<file path="src/design/assert_macros.svh">
// Assertion macros shared by the cache RTL.
// Needs a clock and an active-low reset in scope at the point of use.
`ifndef ASSERT_MACROS_SVH
`define ASSERT_MACROS_SVH

// Check a property on every clock edge outside reset.
`define LKVC_ASSERT(lbl, clk, rst_n, prop, msg) \
    lbl: assert property (@(posedge clk) disable iff (!rst_n) (prop)) else $error(msg);

// Check that a condition implies a consequence in the same cycle.
`define LKVC_IMPLY(lbl, clk, rst_n, cond, cons, msg) \
    lbl: assert property (@(posedge clk) disable iff (!rst_n) (cond) |-> (cons)) \
        else $error(msg);

`endif

</file>
<file path="src/design/lkvc_pkg.sv">
// Shared types and constants for the LRU key-value cache.
// No dependencies; used by the interfaces, the cell and the top level.
`default_nettype none

package lkvc_pkg;

    localparam int DEF_MAX_ENTRIES = 16;
    localparam int KEY_W           = 32;
    localparam int VAL_W           = 32;
    localparam int CAP_W           = 5;

    localparam logic [CAP_W-1:0] CAP_RESET  = 5'd16;
    localparam logic [VAL_W-1:0] MISS_VALUE = '1;
    localparam logic [VAL_W-1:0] PUT_VALUE  = '0;

    localparam logic FUNC_GET = 1'b0;
    localparam logic FUNC_PUT = 1'b1;

    // Which cell an update targets
    typedef enum logic [1:0] {
        UPD_HIT,
        UPD_FILL,
        UPD_REPLACE
    } upd_mode_t;

    // Command broadcast to every cell
    typedef struct packed {
        logic             lookup;
        logic             update;
        upd_mode_t        mode;
        logic             write_key;
        logic             write_value;
        logic [KEY_W-1:0] key;
        logic [VAL_W-1:0] value;
    } cell_cmd_t;

    // Status returned by one cell
    typedef struct packed {
        logic match;
        logic victim;
        logic valid;
    } cell_stat_t;

endpackage

`default_nettype wire

</file>
<file path="src/design/lkvc_if.sv">
// Handshake interfaces for the cache: request, response and config words.
// Depends on lkvc_pkg for field widths.
`default_nettype none

interface lkvc_req_if import lkvc_pkg::*; ();
    logic                    valid;
    logic                    ready;
    logic                    func;
    logic signed [KEY_W-1:0] lookup_key;
    logic signed [VAL_W-1:0] write_value;

    modport source (output valid, func, lookup_key, write_value, input ready);
    modport sink   (input valid, func, lookup_key, write_value, output ready);
endinterface

interface lkvc_rsp_if import lkvc_pkg::*; ();
    logic                    valid;
    logic                    ready;
    logic                    hit;
    logic signed [VAL_W-1:0] read_value;

    modport source (output valid, hit, read_value, input ready);
    modport sink   (input valid, hit, read_value, output ready);
endinterface

interface lkvc_cfg_if import lkvc_pkg::*; ();
    logic             valid;
    logic             ready;
    logic [CAP_W-1:0] capacity_in_use;

    modport source (output valid, capacity_in_use, input ready);
    modport sink   (input valid, capacity_in_use, output ready);
endinterface

`default_nettype wire

</file>
<file path="src/design/lkvc_cell.sv">
// One cache entry: key, value, valid bit and recency rank, with its own
// key compare and rank aging. Depends on lkvc_pkg.
`default_nettype none

module lkvc_cell import lkvc_pkg::*; #(
    parameter  int MAX_ENTRIES = DEF_MAX_ENTRIES,
    parameter  int IDX         = 0,
    localparam int SLOT_W      = (MAX_ENTRIES > 1) ? $clog2(MAX_ENTRIES) : 1
) (
    input  wire logic              clk,
    input  wire logic              rst_n,
    input  wire cell_cmd_t         cmd,
    input  wire logic [SLOT_W-1:0] victim_rank,
    input  wire logic [SLOT_W:0]   old_rank,
    input  wire logic [SLOT_W-1:0] fill_slot,
    output cell_stat_t             stat,
    output logic [VAL_W-1:0]       sel_value,
    output logic [SLOT_W-1:0]      sel_rank
);

    logic              valid_reg;
    logic [SLOT_W-1:0] rank_reg;
    logic              match_reg;
    logic              victim_reg;
    logic [KEY_W-1:0]  key_reg;
    logic [VAL_W-1:0]  value_reg;
    logic              target;
    logic              ages;

    // Pick whether this cell is the one being written
    always_comb
    begin
        unique case (cmd.mode)
            UPD_HIT:     target = match_reg;
            UPD_FILL:    target = (fill_slot == SLOT_W'(IDX));
            UPD_REPLACE: target = victim_reg;
            default:     target = 1'b0;
        endcase
    end

    // Entries more recent than the touched one age by one
    assign ages = valid_reg && ({1'b0, rank_reg} < old_rank);

    // Hold valid, rank and compare flags
    always_ff @(posedge clk or negedge rst_n)
    begin
        if (!rst_n)
        begin
            valid_reg  <= 1'b0;
            rank_reg   <= '0;
            match_reg  <= 1'b0;
            victim_reg <= 1'b0;
        end
        else
        begin
            if (cmd.lookup)
            begin
                match_reg  <= valid_reg && (key_reg == cmd.key);
                victim_reg <= valid_reg && (rank_reg == victim_rank);
            end
            if (cmd.update)
            begin
                if (target)
                begin
                    valid_reg <= 1'b1;
                    rank_reg  <= '0;
                end
                else if (ages)
                begin
                    rank_reg <= rank_reg + SLOT_W'(1);
                end
            end
        end
    end

    // Store key and value words
    always_ff @(posedge clk)
    begin
        if (cmd.update && target && cmd.write_key)
        begin
            key_reg <= cmd.key;
        end
        if (cmd.update && target && cmd.write_value)
        begin
            value_reg <= cmd.value;
        end
    end

    assign stat.match  = match_reg;
    assign stat.victim = victim_reg;
    assign stat.valid  = valid_reg;
    assign sel_value   = match_reg ? value_reg : '0;
    assign sel_rank    = match_reg ? rank_reg : '0;

endmodule

`default_nettype wire

</file>
<file path="src/design/lru_key_value_cache.sv">
// Top level of the LRU key-value cache: a row of entry cells and the control.
// Depends on lkvc_pkg, lkvc_if, lkvc_cell and assert_macros.svh.
//
// Fully associative get/put cache of MAX_ENTRIES entries with least-recently-
// used replacement. One request word is taken at a time and answered by one
// response word. The accepting edge captures the request. In the next cycle
// every cell compares its key and rank in parallel and registers the result.
// In the update state the cell results are merged, ranks, key and value are
// updated and the response register loads. The next request is accepted in
// the cycle after the update. The update waits while an earlier response
// still sits unaccepted in its register; no new request is accepted
// meanwhile. No clearing pass is needed after reset. The capacity
// register is always ready; write it only while the cache is idle.
`default_nettype none
`include "assert_macros.svh"

module lru_key_value_cache import lkvc_pkg::*; #(
    parameter int MAX_ENTRIES = DEF_MAX_ENTRIES
) (
    input  wire logic clk,
    input  wire logic rst_n,
    lkvc_req_if.sink   req,
    lkvc_rsp_if.source rsp,
    lkvc_cfg_if.sink   cfg
);

    localparam int SLOT_W = (MAX_ENTRIES > 1) ? $clog2(MAX_ENTRIES) : 1;
    localparam int CNT_W  = $clog2(MAX_ENTRIES + 1);
    localparam int CMP_W  = (CNT_W > CAP_W) ? CNT_W : CAP_W;

    typedef enum logic [1:0] {
        ST_IDLE,
        ST_LOOK,
        ST_UPD
    } state_t;

    state_t            state_reg,     state_next;
    logic [CAP_W-1:0]  cap_reg,       cap_next;
    logic [CNT_W-1:0]  occ_reg,       occ_next;
    logic              out_valid_reg, out_valid_next;
    logic              out_hit_reg,   out_hit_next;
    logic [VAL_W-1:0]  out_value_reg, out_value_next;
    logic              func_reg;
    logic [KEY_W-1:0]  key_reg;
    logic [VAL_W-1:0]  val_reg;

    cell_cmd_t         cmd;
    cell_stat_t        stat       [MAX_ENTRIES];
    logic [VAL_W-1:0]  sel_value  [MAX_ENTRIES];
    logic [SLOT_W-1:0] sel_rank   [MAX_ENTRIES];
    logic [MAX_ENTRIES-1:0] match_vec;
    logic [MAX_ENTRIES-1:0] victim_vec;
    logic [MAX_ENTRIES-1:0] valid_vec;

    logic              accept;
    logic              upd_fire;
    logic              hit_now;
    logic              is_put;
    logic              do_fill;
    logic              do_replace;
    logic [VAL_W-1:0]  hit_value;
    logic [SLOT_W-1:0] hit_rank;
    logic [SLOT_W-1:0] victim_rank;
    logic [SLOT_W:0]   old_rank;
    logic [SLOT_W-1:0] fill_slot;
    logic [CMP_W-1:0]  occ_ext;
    logic [CMP_W-1:0]  cap_ext;

    // Row of entry cells
    for (genvar i = 0; i < MAX_ENTRIES; i++)
    begin : g_cell
        lkvc_cell #(
            .MAX_ENTRIES (MAX_ENTRIES),
            .IDX         (i)
        ) u_cell (
            .clk         (clk),
            .rst_n       (rst_n),
            .cmd         (cmd),
            .victim_rank (victim_rank),
            .old_rank    (old_rank),
            .fill_slot   (fill_slot),
            .stat        (stat[i]),
            .sel_value   (sel_value[i]),
            .sel_rank    (sel_rank[i])
        );
        assign match_vec[i]  = stat[i].match;
        assign victim_vec[i] = stat[i].victim;
        assign valid_vec[i]  = stat[i].valid;
    end

    // Merge the one matching cell's value and rank
    always_comb
    begin
        hit_value = '0;
        hit_rank  = '0;
        for (int i = 0; i < MAX_ENTRIES; i++)
        begin
            hit_value = hit_value | sel_value[i];
            hit_rank  = hit_rank | sel_rank[i];
        end
    end

    assign hit_now = |match_vec;
    assign is_put  = (func_reg == FUNC_PUT);

    // Decide between filling a free slot and replacing the oldest entry
    assign occ_ext     = CMP_W'(occ_reg);
    assign cap_ext     = (cap_reg == '0) ? CMP_W'(1) : CMP_W'(cap_reg);
    assign do_fill     = !hit_now && is_put && (occ_ext < cap_ext)
                         && (occ_reg != CNT_W'(MAX_ENTRIES));
    assign do_replace  = (state_reg == ST_UPD) && !hit_now && is_put && !do_fill;
    assign victim_rank = SLOT_W'(occ_reg - CNT_W'(1));
    assign fill_slot   = SLOT_W'(occ_reg);

    assign accept   = req.valid && req.ready;
    assign upd_fire = (state_reg == ST_UPD) && (!out_valid_reg || rsp.ready);

    // Build the cell command
    always_comb
    begin
        cmd.lookup      = (state_reg == ST_LOOK);
        cmd.update      = upd_fire && (hit_now || is_put);
        cmd.write_key   = !hit_now;
        cmd.write_value = is_put;
        cmd.key         = key_reg;
        cmd.value       = val_reg;
        if (hit_now)
        begin
            cmd.mode = UPD_HIT;
            old_rank = {1'b0, hit_rank};
        end
        else if (do_fill)
        begin
            cmd.mode = UPD_FILL;
            old_rank = (SLOT_W + 1)'(MAX_ENTRIES);
        end
        else
        begin
            cmd.mode = UPD_REPLACE;
            old_rank = {1'b0, victim_rank};
        end
    end

    // Next state, occupancy, capacity and response register
    always_comb
    begin
        state_next     = state_reg;
        cap_next       = cap_reg;
        occ_next       = occ_reg;
        out_valid_next = out_valid_reg;
        out_hit_next   = out_hit_reg;
        out_value_next = out_value_reg;

        if (cfg.valid && cfg.ready)
        begin
            cap_next = cfg.capacity_in_use;
        end

        if (rsp.valid && rsp.ready)
        begin
            out_valid_next = 1'b0;
        end

        unique case (state_reg)
            ST_IDLE:
            begin
                if (accept)
                begin
                    state_next = ST_LOOK;
                end
            end
            ST_LOOK:
            begin
                state_next = ST_UPD;
            end
            ST_UPD:
            begin
                if (upd_fire)
                begin
                    state_next     = ST_IDLE;
                    out_valid_next = 1'b1;
                    out_hit_next   = hit_now;
                    if (is_put)
                    begin
                        out_value_next = PUT_VALUE;
                    end
                    else if (hit_now)
                    begin
                        out_value_next = hit_value;
                    end
                    else
                    begin
                        out_value_next = MISS_VALUE;
                    end
                    if (do_fill)
                    begin
                        occ_next = occ_reg + CNT_W'(1);
                    end
                end
            end
            default:
            begin
                state_next = ST_IDLE;
            end
        endcase
    end

    // Hold state and registered outputs
    always_ff @(posedge clk or negedge rst_n)
    begin
        if (!rst_n)
        begin
            state_reg     <= ST_IDLE;
            cap_reg       <= CAP_RESET;
            occ_reg       <= '0;
            out_valid_reg <= 1'b0;
            out_hit_reg   <= 1'b0;
            out_value_reg <= '0;
        end
        else
        begin
            state_reg     <= state_next;
            cap_reg       <= cap_next;
            occ_reg       <= occ_next;
            out_valid_reg <= out_valid_next;
            out_hit_reg   <= out_hit_next;
            out_value_reg <= out_value_next;
        end
    end

    // Capture the request word
    always_ff @(posedge clk)
    begin
        if (accept)
        begin
            func_reg <= req.func;
            key_reg  <= req.lookup_key;
            val_reg  <= req.write_value;
        end
    end

    assign req.ready      = (state_reg == ST_IDLE);
    assign cfg.ready      = 1'b1;
    assign rsp.valid      = out_valid_reg;
    assign rsp.hit        = out_hit_reg;
    assign rsp.read_value = out_value_reg;

    `LKVC_ASSERT(a_single_match, clk, rst_n, $onehot0(match_vec), "more than one cell matched")
    `LKVC_ASSERT(a_valid_count, clk, rst_n, $countones(valid_vec) == occ_reg, "occupancy mismatch")
    `LKVC_ASSERT(a_occ_bound, clk, rst_n, occ_reg <= CNT_W'(MAX_ENTRIES), "occupancy too high")
    `LKVC_IMPLY(a_victim_unique, clk, rst_n, do_replace, $onehot(victim_vec), "no unique victim")

endmodule

`default_nettype wire

</file>
<file path="src/flat_wrapper.sv">
// flat-port wrapper written by rule: the top's interface ports become plain ports
module lru_key_value_cache_flat import lkvc_pkg::*;
#(
    parameter int MAX_ENTRIES = DEF_MAX_ENTRIES
)
  (clk, rst_n, req_valid, req_func, req_lookup_key, req_write_value, req_ready, rsp_valid, rsp_hit, rsp_read_value, rsp_ready, cfg_valid, cfg_capacity_in_use, cfg_ready);
  lkvc_req_if req_i ();
  lkvc_rsp_if rsp_i ();
  lkvc_cfg_if cfg_i ();
  input  wire logic clk;
  input  wire logic rst_n;
  input wire logic [$bits(req_i.valid)-1:0] req_valid;
  input wire logic [$bits(req_i.func)-1:0] req_func;
  input wire logic [$bits(req_i.lookup_key)-1:0] req_lookup_key;
  input wire logic [$bits(req_i.write_value)-1:0] req_write_value;
  output wire logic [$bits(req_i.ready)-1:0] req_ready;
  output wire logic [$bits(rsp_i.valid)-1:0] rsp_valid;
  output wire logic [$bits(rsp_i.hit)-1:0] rsp_hit;
  output wire logic [$bits(rsp_i.read_value)-1:0] rsp_read_value;
  input wire logic [$bits(rsp_i.ready)-1:0] rsp_ready;
  input wire logic [$bits(cfg_i.valid)-1:0] cfg_valid;
  input wire logic [$bits(cfg_i.capacity_in_use)-1:0] cfg_capacity_in_use;
  output wire logic [$bits(cfg_i.ready)-1:0] cfg_ready;
  assign req_i.valid = req_valid;
  assign req_i.func = req_func;
  assign req_i.lookup_key = req_lookup_key;
  assign req_i.write_value = req_write_value;
  assign req_ready = req_i.ready;
  assign rsp_valid = rsp_i.valid;
  assign rsp_hit = rsp_i.hit;
  assign rsp_read_value = rsp_i.read_value;
  assign rsp_i.ready = rsp_ready;
  assign cfg_i.valid = cfg_valid;
  assign cfg_i.capacity_in_use = cfg_capacity_in_use;
  assign cfg_ready = cfg_i.ready;
  lru_key_value_cache #(.MAX_ENTRIES(MAX_ENTRIES)) u_core (.clk(clk), .rst_n(rst_n), .req(req_i), .rsp(rsp_i), .cfg(cfg_i));
endmodule
</file>
<file path="config.mk">
export PLATFORM = sky130hd
export DESIGN_NAME = lru_key_value_cache_flat
export DESIGN_NICKNAME = d
export VERILOG_FILES = /design/src/design/lkvc_pkg.sv /design/src/design/lkvc_if.sv /design/src/design/lkvc_cell.sv /design/src/design/lru_key_value_cache.sv /design/src/flat_wrapper.sv
export VERILOG_INCLUDE_DIRS = /design/src /design/src/design
export SDC_FILE = /design/constraint.sdc
export NUM_CORES = 1
export LEC_CHECK = 0
export ABC_AREA = 1
export BUFFER_PORTS_ARGS = -buffer_cell sky130_fd_sc_hd__buf_2
export CAP_MARGIN = 20
export CORE_UTILIZATION = 60
export DETAILED_ROUTE_END_ITERATION = 12
export PLACE_DENSITY = 0.78
export SYNTH_ARGS = -nofsm -noshare
export SYNTH_HDL_FRONTEND = slang
export SYNTH_SLANG_ARGS = --single-unit
export TNS_END_PERCENT = 30
</file>
<file path="constraint.sdc">
create_clock -name clk -period 7.15 [get_ports clk]
set_input_delay 0.3575 -clock clk [delete_from_list [all_inputs] [get_ports clk]]
set_output_delay 0.3575 -clock clk [all_outputs]
set_load 0.05 [all_outputs]
</file>
; After elaboration in Yosys (flattened, before gate mapping)
; Cells that the tools add are included.
[op_classes]
add_sub_neg = 18
magnitude_cmp = 17
n_eq_ne = 54
n_mux = 93
bitwise_logic = 30
reduce_logical = 163
[ops]
columns = op, n
row1 = $mux W32, 18
row2 = $eq A32 B32 Y1, 16
row3 = $or A32 B32 Y32, 15
row4 = $mux W4, 48
row5 = $logic_and A1 B1 Y1, 103
row6 = $lt A4 B5 Y1, 16
row7 = $reduce_and A2 Y1, 34
row8 = $add A4 B1 Y4 const B, 16
row9 = $eq A4 B4 Y1, 16
row10 = $or A4 B4 Y4, 15
row11 = $pmux W1 S3, 16
row12 = $eq A4 B4 Y1 const B, 8
row13 = $reduce_bool A2 Y1, 16
row14 = $eq A4 B3 Y1 const B, 4
row15 = $reduce_or A16 Y1, 1
row16 = $mux W5, 3
row17 = $eq A4 B2 Y1 const B, 2
row18 = $mux W2, 4
row19 = $pmux W2 S3, 1
row20 = $add A5 B1 Y5 const B, 1
row21 = $logic_not A5 Y1, 1
row22 = $lt A5 B5 Y1, 1
row23 = $ne A5 B5 Y1 const B, 1
row24 = $eq A2 B1 Y1 const B, 2
row25 = 11 further kinds, 17
[word_totals]
regBits = 1247
inputBits = 75
output_inout_bits = 36
elab_cells = 480

; Logic depth before layout (Yosys ltp)
[depth]
word_depth = 21
depth_mapped = 21
depth_no_buf = 21

; Modules after synthesis
; From an unflattened synthesis, not the netlist that was laid out.
[hier_totals]
hier_cells = 6056
hier_area_um2 = 58768.9
[by_module_without_submodules]
columns = module, n_inst, cells_per_inst, area_each_um2, seq_area_each_um2
row1 = lkvc_cell at u_core.g_cell[1].u_cell ..., 4, 336, 3296.9, 2097.0
row2 = lkvc_cell at u_core.g_cell[5].u_cell ..., 3, 335, 3316.9, 2097.0
row3 = lkvc_cell at u_core.g_cell[13].u_cell ..., 2, 354, 3362.0, 2097.0
row4 = lru_key_value_cache, 1, 558, 5514.0, 3104.2
row5 = lkvc_cell at u_core.g_cell[15].u_cell, 1, 353, 3370.7, 2097.0
row6 = lkvc_cell at u_core.g_cell[10].u_cell, 1, 356, 3360.7, 2097.0
row7 = lkvc_cell at u_core.g_cell[11].u_cell, 1, 354, 3357.0, 2097.0
row8 = lkvc_cell at u_core.g_cell[12].u_cell, 1, 354, 3347.0, 2097.0
row9 = lkvc_cell at u_core.g_cell[0].u_cell, 1, 353, 3343.2, 2097.0
row10 = lkvc_cell at u_core.g_cell[7].u_cell, 1, 336, 3320.7, 2097.0
row11 = lkvc_cell at u_core.g_cell[3].u_cell, 1, 335, 3293.2, 2097.0

; Worst setup path after synthesis
; OpenSTA, ideal clock, no wires.
[synth_path]
path_type = register -> register
start = register u_core.state_reg[0]
end = register u_core.func_reg, enable pin
setup_ns = 0.581
arrival_time_ns = 5.196
required_time_ns = 6.569
slack_ns = 1.373
path_stages_with_launch = 2
path_buffers = 0
synth_period_minus_slack_ns = 5.777
path_cell_list = dfrtp_1 nor3b_1
[synth_via]
elab_chain_len = 2
[synth_lines]
columns = item, line
row1 = from (decl), lru_key_value_cache.sv:37  ; state_t state_reg, state_next;
row2 = from (signal assigned), lru_key_value_cache.sv:222  ; state_reg <= state_next;
row3 = $logic_not A2 Y1, lru_key_value_cache.sv:242  ; assign req.ready = (state_reg == ST_IDLE);
row4 = $logic_and A1 B1 Y1, lru_key_value_cache.sv:115  ; assign accept = req.valid && req.ready;
row5 = via u_core.accept, lru_key_value_cache.sv:55  ; logic accept;
row6 = to (signal assigned), lru_key_value_cache.sv:236  ; func_reg <= req.func;
row7 = to (decl), lru_key_value_cache.sv:43  ; logic func_reg;
; The timed path passes the listed nets, and every way through them passes these cells.
; A chain may end at the register's enable or synchronous reset.

; Worst setup path after layout
[layout_path]
start = register u_core.g_cell[2].u_cell.match_reg
end = register u_core.g_cell[7].u_cell.key_reg[1], enable pin
[layout_via]
elab_chain_len = 11
elab_cells_between_ends = 15
classes_between = eq/ne (2) / mux (3) / reduce/logical (10)
[layout_lines]
columns = item, line
row1 = from (decl), lkvc_cell.sv:23  ; logic match_reg;
row2 = from (signal assigned), lkvc_cell.sv:58  ; match_reg <= valid_reg && (key_reg == cmd.key);
row3 = $reduce_or A16 Y1 (*), lru_key_value_cache.sv:103  ; assign hit_now = |match_vec;
row4 = $logic_not A1 Y1, "lru_key_value_cache.sv:109, lru_key_value_cache.sv:123"
row5 = $logic_and A1 B1 Y1 (2 in a row), lru_key_value_cache.sv:109  ; assign do_fill = !hit_now && is_put && (occ_ext < cap_ext)
row6 = $logic_and A1 B1 Y1, lru_key_value_cache.sv:110  ; && (occ_reg != CNT_W'(MAX_ENTRIES));
row7 = $mux W2, lru_key_value_cache.sv:132  ; else if (do_fill)
row8 = $mux W2, lru_key_value_cache.sv:127  ; if (hit_now)
row9 = "$eq A2 B2 Y1, or another cell as far along", lkvc_cell.sv:33  ; unique case (cmd.mode)
row10 = $pmux W1 S3, lkvc_cell.sv:33
row11 = $logic_and A1 B1 Y1, lkvc_cell.sv:79  ; if (cmd.update && target && cmd.write_key)
row12 = $logic_and A1 B1 Y1 (*), lkvc_cell.sv:79
row13 = to (signal assigned), lkvc_cell.sv:81  ; key_reg <= cmd.key;
row14 = to (decl), lkvc_cell.sv:25  ; logic [KEY_W-1:0] key_reg;
; Every way passes the cells marked *; elsewhere a longest branch is shown, timed or not.

==> flow_summary.toml <==
[clock_tree]
cts-resized-gates = 0
clkSinkCount = 1247
root_buffer = "clkbuf_16"
hold_buffers = 80
cts_buffers = 121
htree_levels = 3
cts_tree = "done"
clockBufferDepth = 3
cts_setup_buffers = 0
clk_latency_ps = 740
clk_pin_slew_ps = 60

[cells_and_area]
nNetsFinal = 4312
antenna_cells = 0
syn2layout_area_growth_pct = 12.8
multi_input_area_um2 = 14500
seq_area_um2 = 36700
fillerInstances = 5834
finalNonFillerCells = 5438
layout-drive-gt1-share_pct = 12.6
fin_util_pct = 68.3
final_cell_area_um2 = 59300

[placed_design]
placed_area_um2 = 54600
dpl.hpwl_um = 73500
gp_congestion = 0.948
port_buffers = 109
dp.cells = 5131
place_ws_ps = 2170

[worst_setup_path]
end_kind = "flop"
reg2reg_depth = 9
cp-start-kind = "flop"
required_ps = 7470
critPathArrivalTime_ps = 5500
worstSetupPathType = "reg2reg"
cp_max_fo = 38

[die]
dieArea_um2 = 88800
io_pins = 111
row_count = 108
core_um2 = 86800
start_util_pct = 60.6
die_h_um = 298
dieWidth_um = 298

[synthesis]
synth_cell_types = 56
syn_avg_cell_area_um2 = 13.3
ys_seq_area_share_pct = 69.8
ys_seq_elements = 1247
postSynthCellCount = 3957
syn-num-nets = 4089
ys.flop_type = "edfxtp_1"
synth_edf_count = 1089
yosysWarnings = 0
syn_area_um2 = 52500
async_reset_ff_share_pct = 12.7

[sta]
finalHoldViolCount = 0
min_period_ps = 5180
holdWs_ps = 161
slew_headroom_pct = 22.8
fin_tns_setup_ps = 0
setup_ws_ps = 1970
setup_viol = 0
period_share_pct = 72.5
timing.fmax_ghz = 0.193
fin_worst_skew_ps = 56.5
rsz0062_at_grt = "no"
maxSlewViolCount = 0
worst_slew_pin_slew_ps = 1160

[pwr]
p_clk_share_pct = 33.0
p_switching_mw = 5.80
p_sw_share_pct = 30.5
finalPower_mw = 19.0
powerDensity_nw_per_um2 = 321
power.share.sequential_pct = 47.7
peakVddDrop_mv = 0.299
leakagePower_nw = 21.5
p_comb_share_pct = 19.3
cell_internal_pwr_mw = 13.2

[global_route]
grt_pass1_wl_um = 200000
grt_overflow = 0
grt_max_degree = 58
track_usage_pct = 30.0
grt_pass1_vias = 33000
antenna_found_initial = 1

[outcome]
outcome = "finished clean"

[detailed_routing]
dr.pass1.iters = 6
vias_per_cell = 6.14
postRouteAntennaNets = 0
drcViolationCount = 0
finalWirelength_um = 134000
num_vias = 33400
drtIter0Drc = 3988
wire_per_inst_um = 24.6

[job]
max-cap-violations = 0

[worst_hold_path]
hold_class = "in2async"
layout by cell type, fill, tap and decap left out, types with 29 or more instances in the layout:
| cell | netlist | layout |
|---|---|---|
| clkbuf_16 | 0 | 121 |
| nor3_1 | 29 | 29 |
| dlygate4sd3_1 | 0 | 80 |
| a221oi_1 | 62 | 62 |
| ha_1 | 57 | 57 |
| buf_4 | 4 | 74 |
| inv_1 | 211 | 195 |
| clkinv_1 | 2 | 38 |
| dfrtp_1 | 157 | 141 |
| nor2_1 | 154 | 137 |
| xnor2_1 | 249 | 249 |
| or2_2 | 67 | 67 |
| a22o_1 | 67 | 67 |
| nand4_1 | 183 | 183 |
| o21ai_0 | 38 | 38 |
| buf_2 | 13 | 108 |
| edfxtp_1 | 1089 | 1089 |
| nor4_1 | 34 | 34 |
| nand2_1 | 679 | 679 |
| xor2_1 | 247 | 246 |
| nand3_1 | 249 | 249 |
| a21oi_1 | 44 | 44 |
routing by layer:
layer / vias to the layer above / routed length (µm) / track usage, %
li1: 14700 / - / -
met1: 16400 / 51700 / 40.8
met2: 2029 / 63300 / 48.4
met3: 305 / 13600 / 5.07
met4: 0 / 4980 / 12.6
met5: - / 0 / 0
cells in the mapped netlist (all sizes together), types with 57 or more instances:
library cell  instances  area (µm²)
nand2               705        2710
edfxtp             1089       32700
or2                  67         419
clkbuf               98         368
buf                  66         328
nand3               255        1330
a22o                 67         587
dfrtp               157        3930
a221oi               62         543
xnor2               249        2180
inv                 218         826
nor2                158         618
xor2                247        2160
ha                   57         713
nand4               183        1140
power by group through the flow:
| stage | registers (mW) | clock network, mW | logic, mW |
|---|---|---|---|
| after global routing | 9.12 | 6.58 | 4.00 |
| after detailed placement | 9.19 | 0 | 3.56 |
| after floorplan | 9.39 | 0 | 2.28 |
| after CTS | 9.05 | 6.30 | 3.63 |
| final | 9.08 | 6.27 | 3.67 |
| after global placement | 9.17 | 0 | 3.46 |
final cells by class:
| cell class | count | share of cell area [%] |
|---|---|---|
| flip-flops and latches | 1247 | 61.9 |
| multi-input cells | 2325 | 24.4 |
| clock buffers | 151 | 5.38 |
| repair buffers | 264 | 3.25 |
| well taps | 1155 | 2.44 |
| inverters | 221 | 1.42 |
| clock inverters | 75 | 1.19 |
critical path, stage by stage, from the launching register on:
cell     delay, ps
dfrtp_2       1040
inv_1          190
nand3_1        140
nor2_1          50
nand2_2        520
buf_4          620
o21ai_2        100
inv_1          710
nand2_1        450
nor2_4         890
kinds of logic after synthesis:
logic type	count (synthesis)	synth area share, %
buffers and inverters	385	2.93
other	1	0.00714
AOI/OAI and AO/OA	328	4.96
adders and majority gates	57	1.36
DFF	1247	69.8
xor gates and xnor gates	496	8.27
and+or+nand+nor	1443	12.7
path summary, 6_finish.rpt:
kind / from / endpoint / slack (ps)
worst max-delay path: u_core.g_cell[2].u_cell.match_reg$_DFFE_PN0N_ / u_core.g_cell[7].u_cell.key_reg[1]$_DFFE_PP_ / 1970
worst min-delay path: rst_n / u_core.g_cell[9].u_cell.rank_reg[3]$_DFFE_PN0P_ / 160
worst max register to register: u_core.g_cell[2].u_cell.match_reg$_DFFE_PN0N_ / u_core.g_cell[7].u_cell.key_reg[1]$_DFFE_PP_ / 1970
worst min register to register: u_core.g_cell[9].u_cell.valid_reg$_DFFE_PN0P_ / u_core.g_cell[9].u_cell.valid_reg$_DFFE_PN0P_ / 470
max in group asynchronous: rst_n / u_core.g_cell[3].u_cell.match_reg$_DFFE_PN0N_ / 5700
min in group clk: req_lookup_key[16] / u_core.key_reg[16]$_DFFE_PP_ / 350
Power figures use the tool's default switching activity.
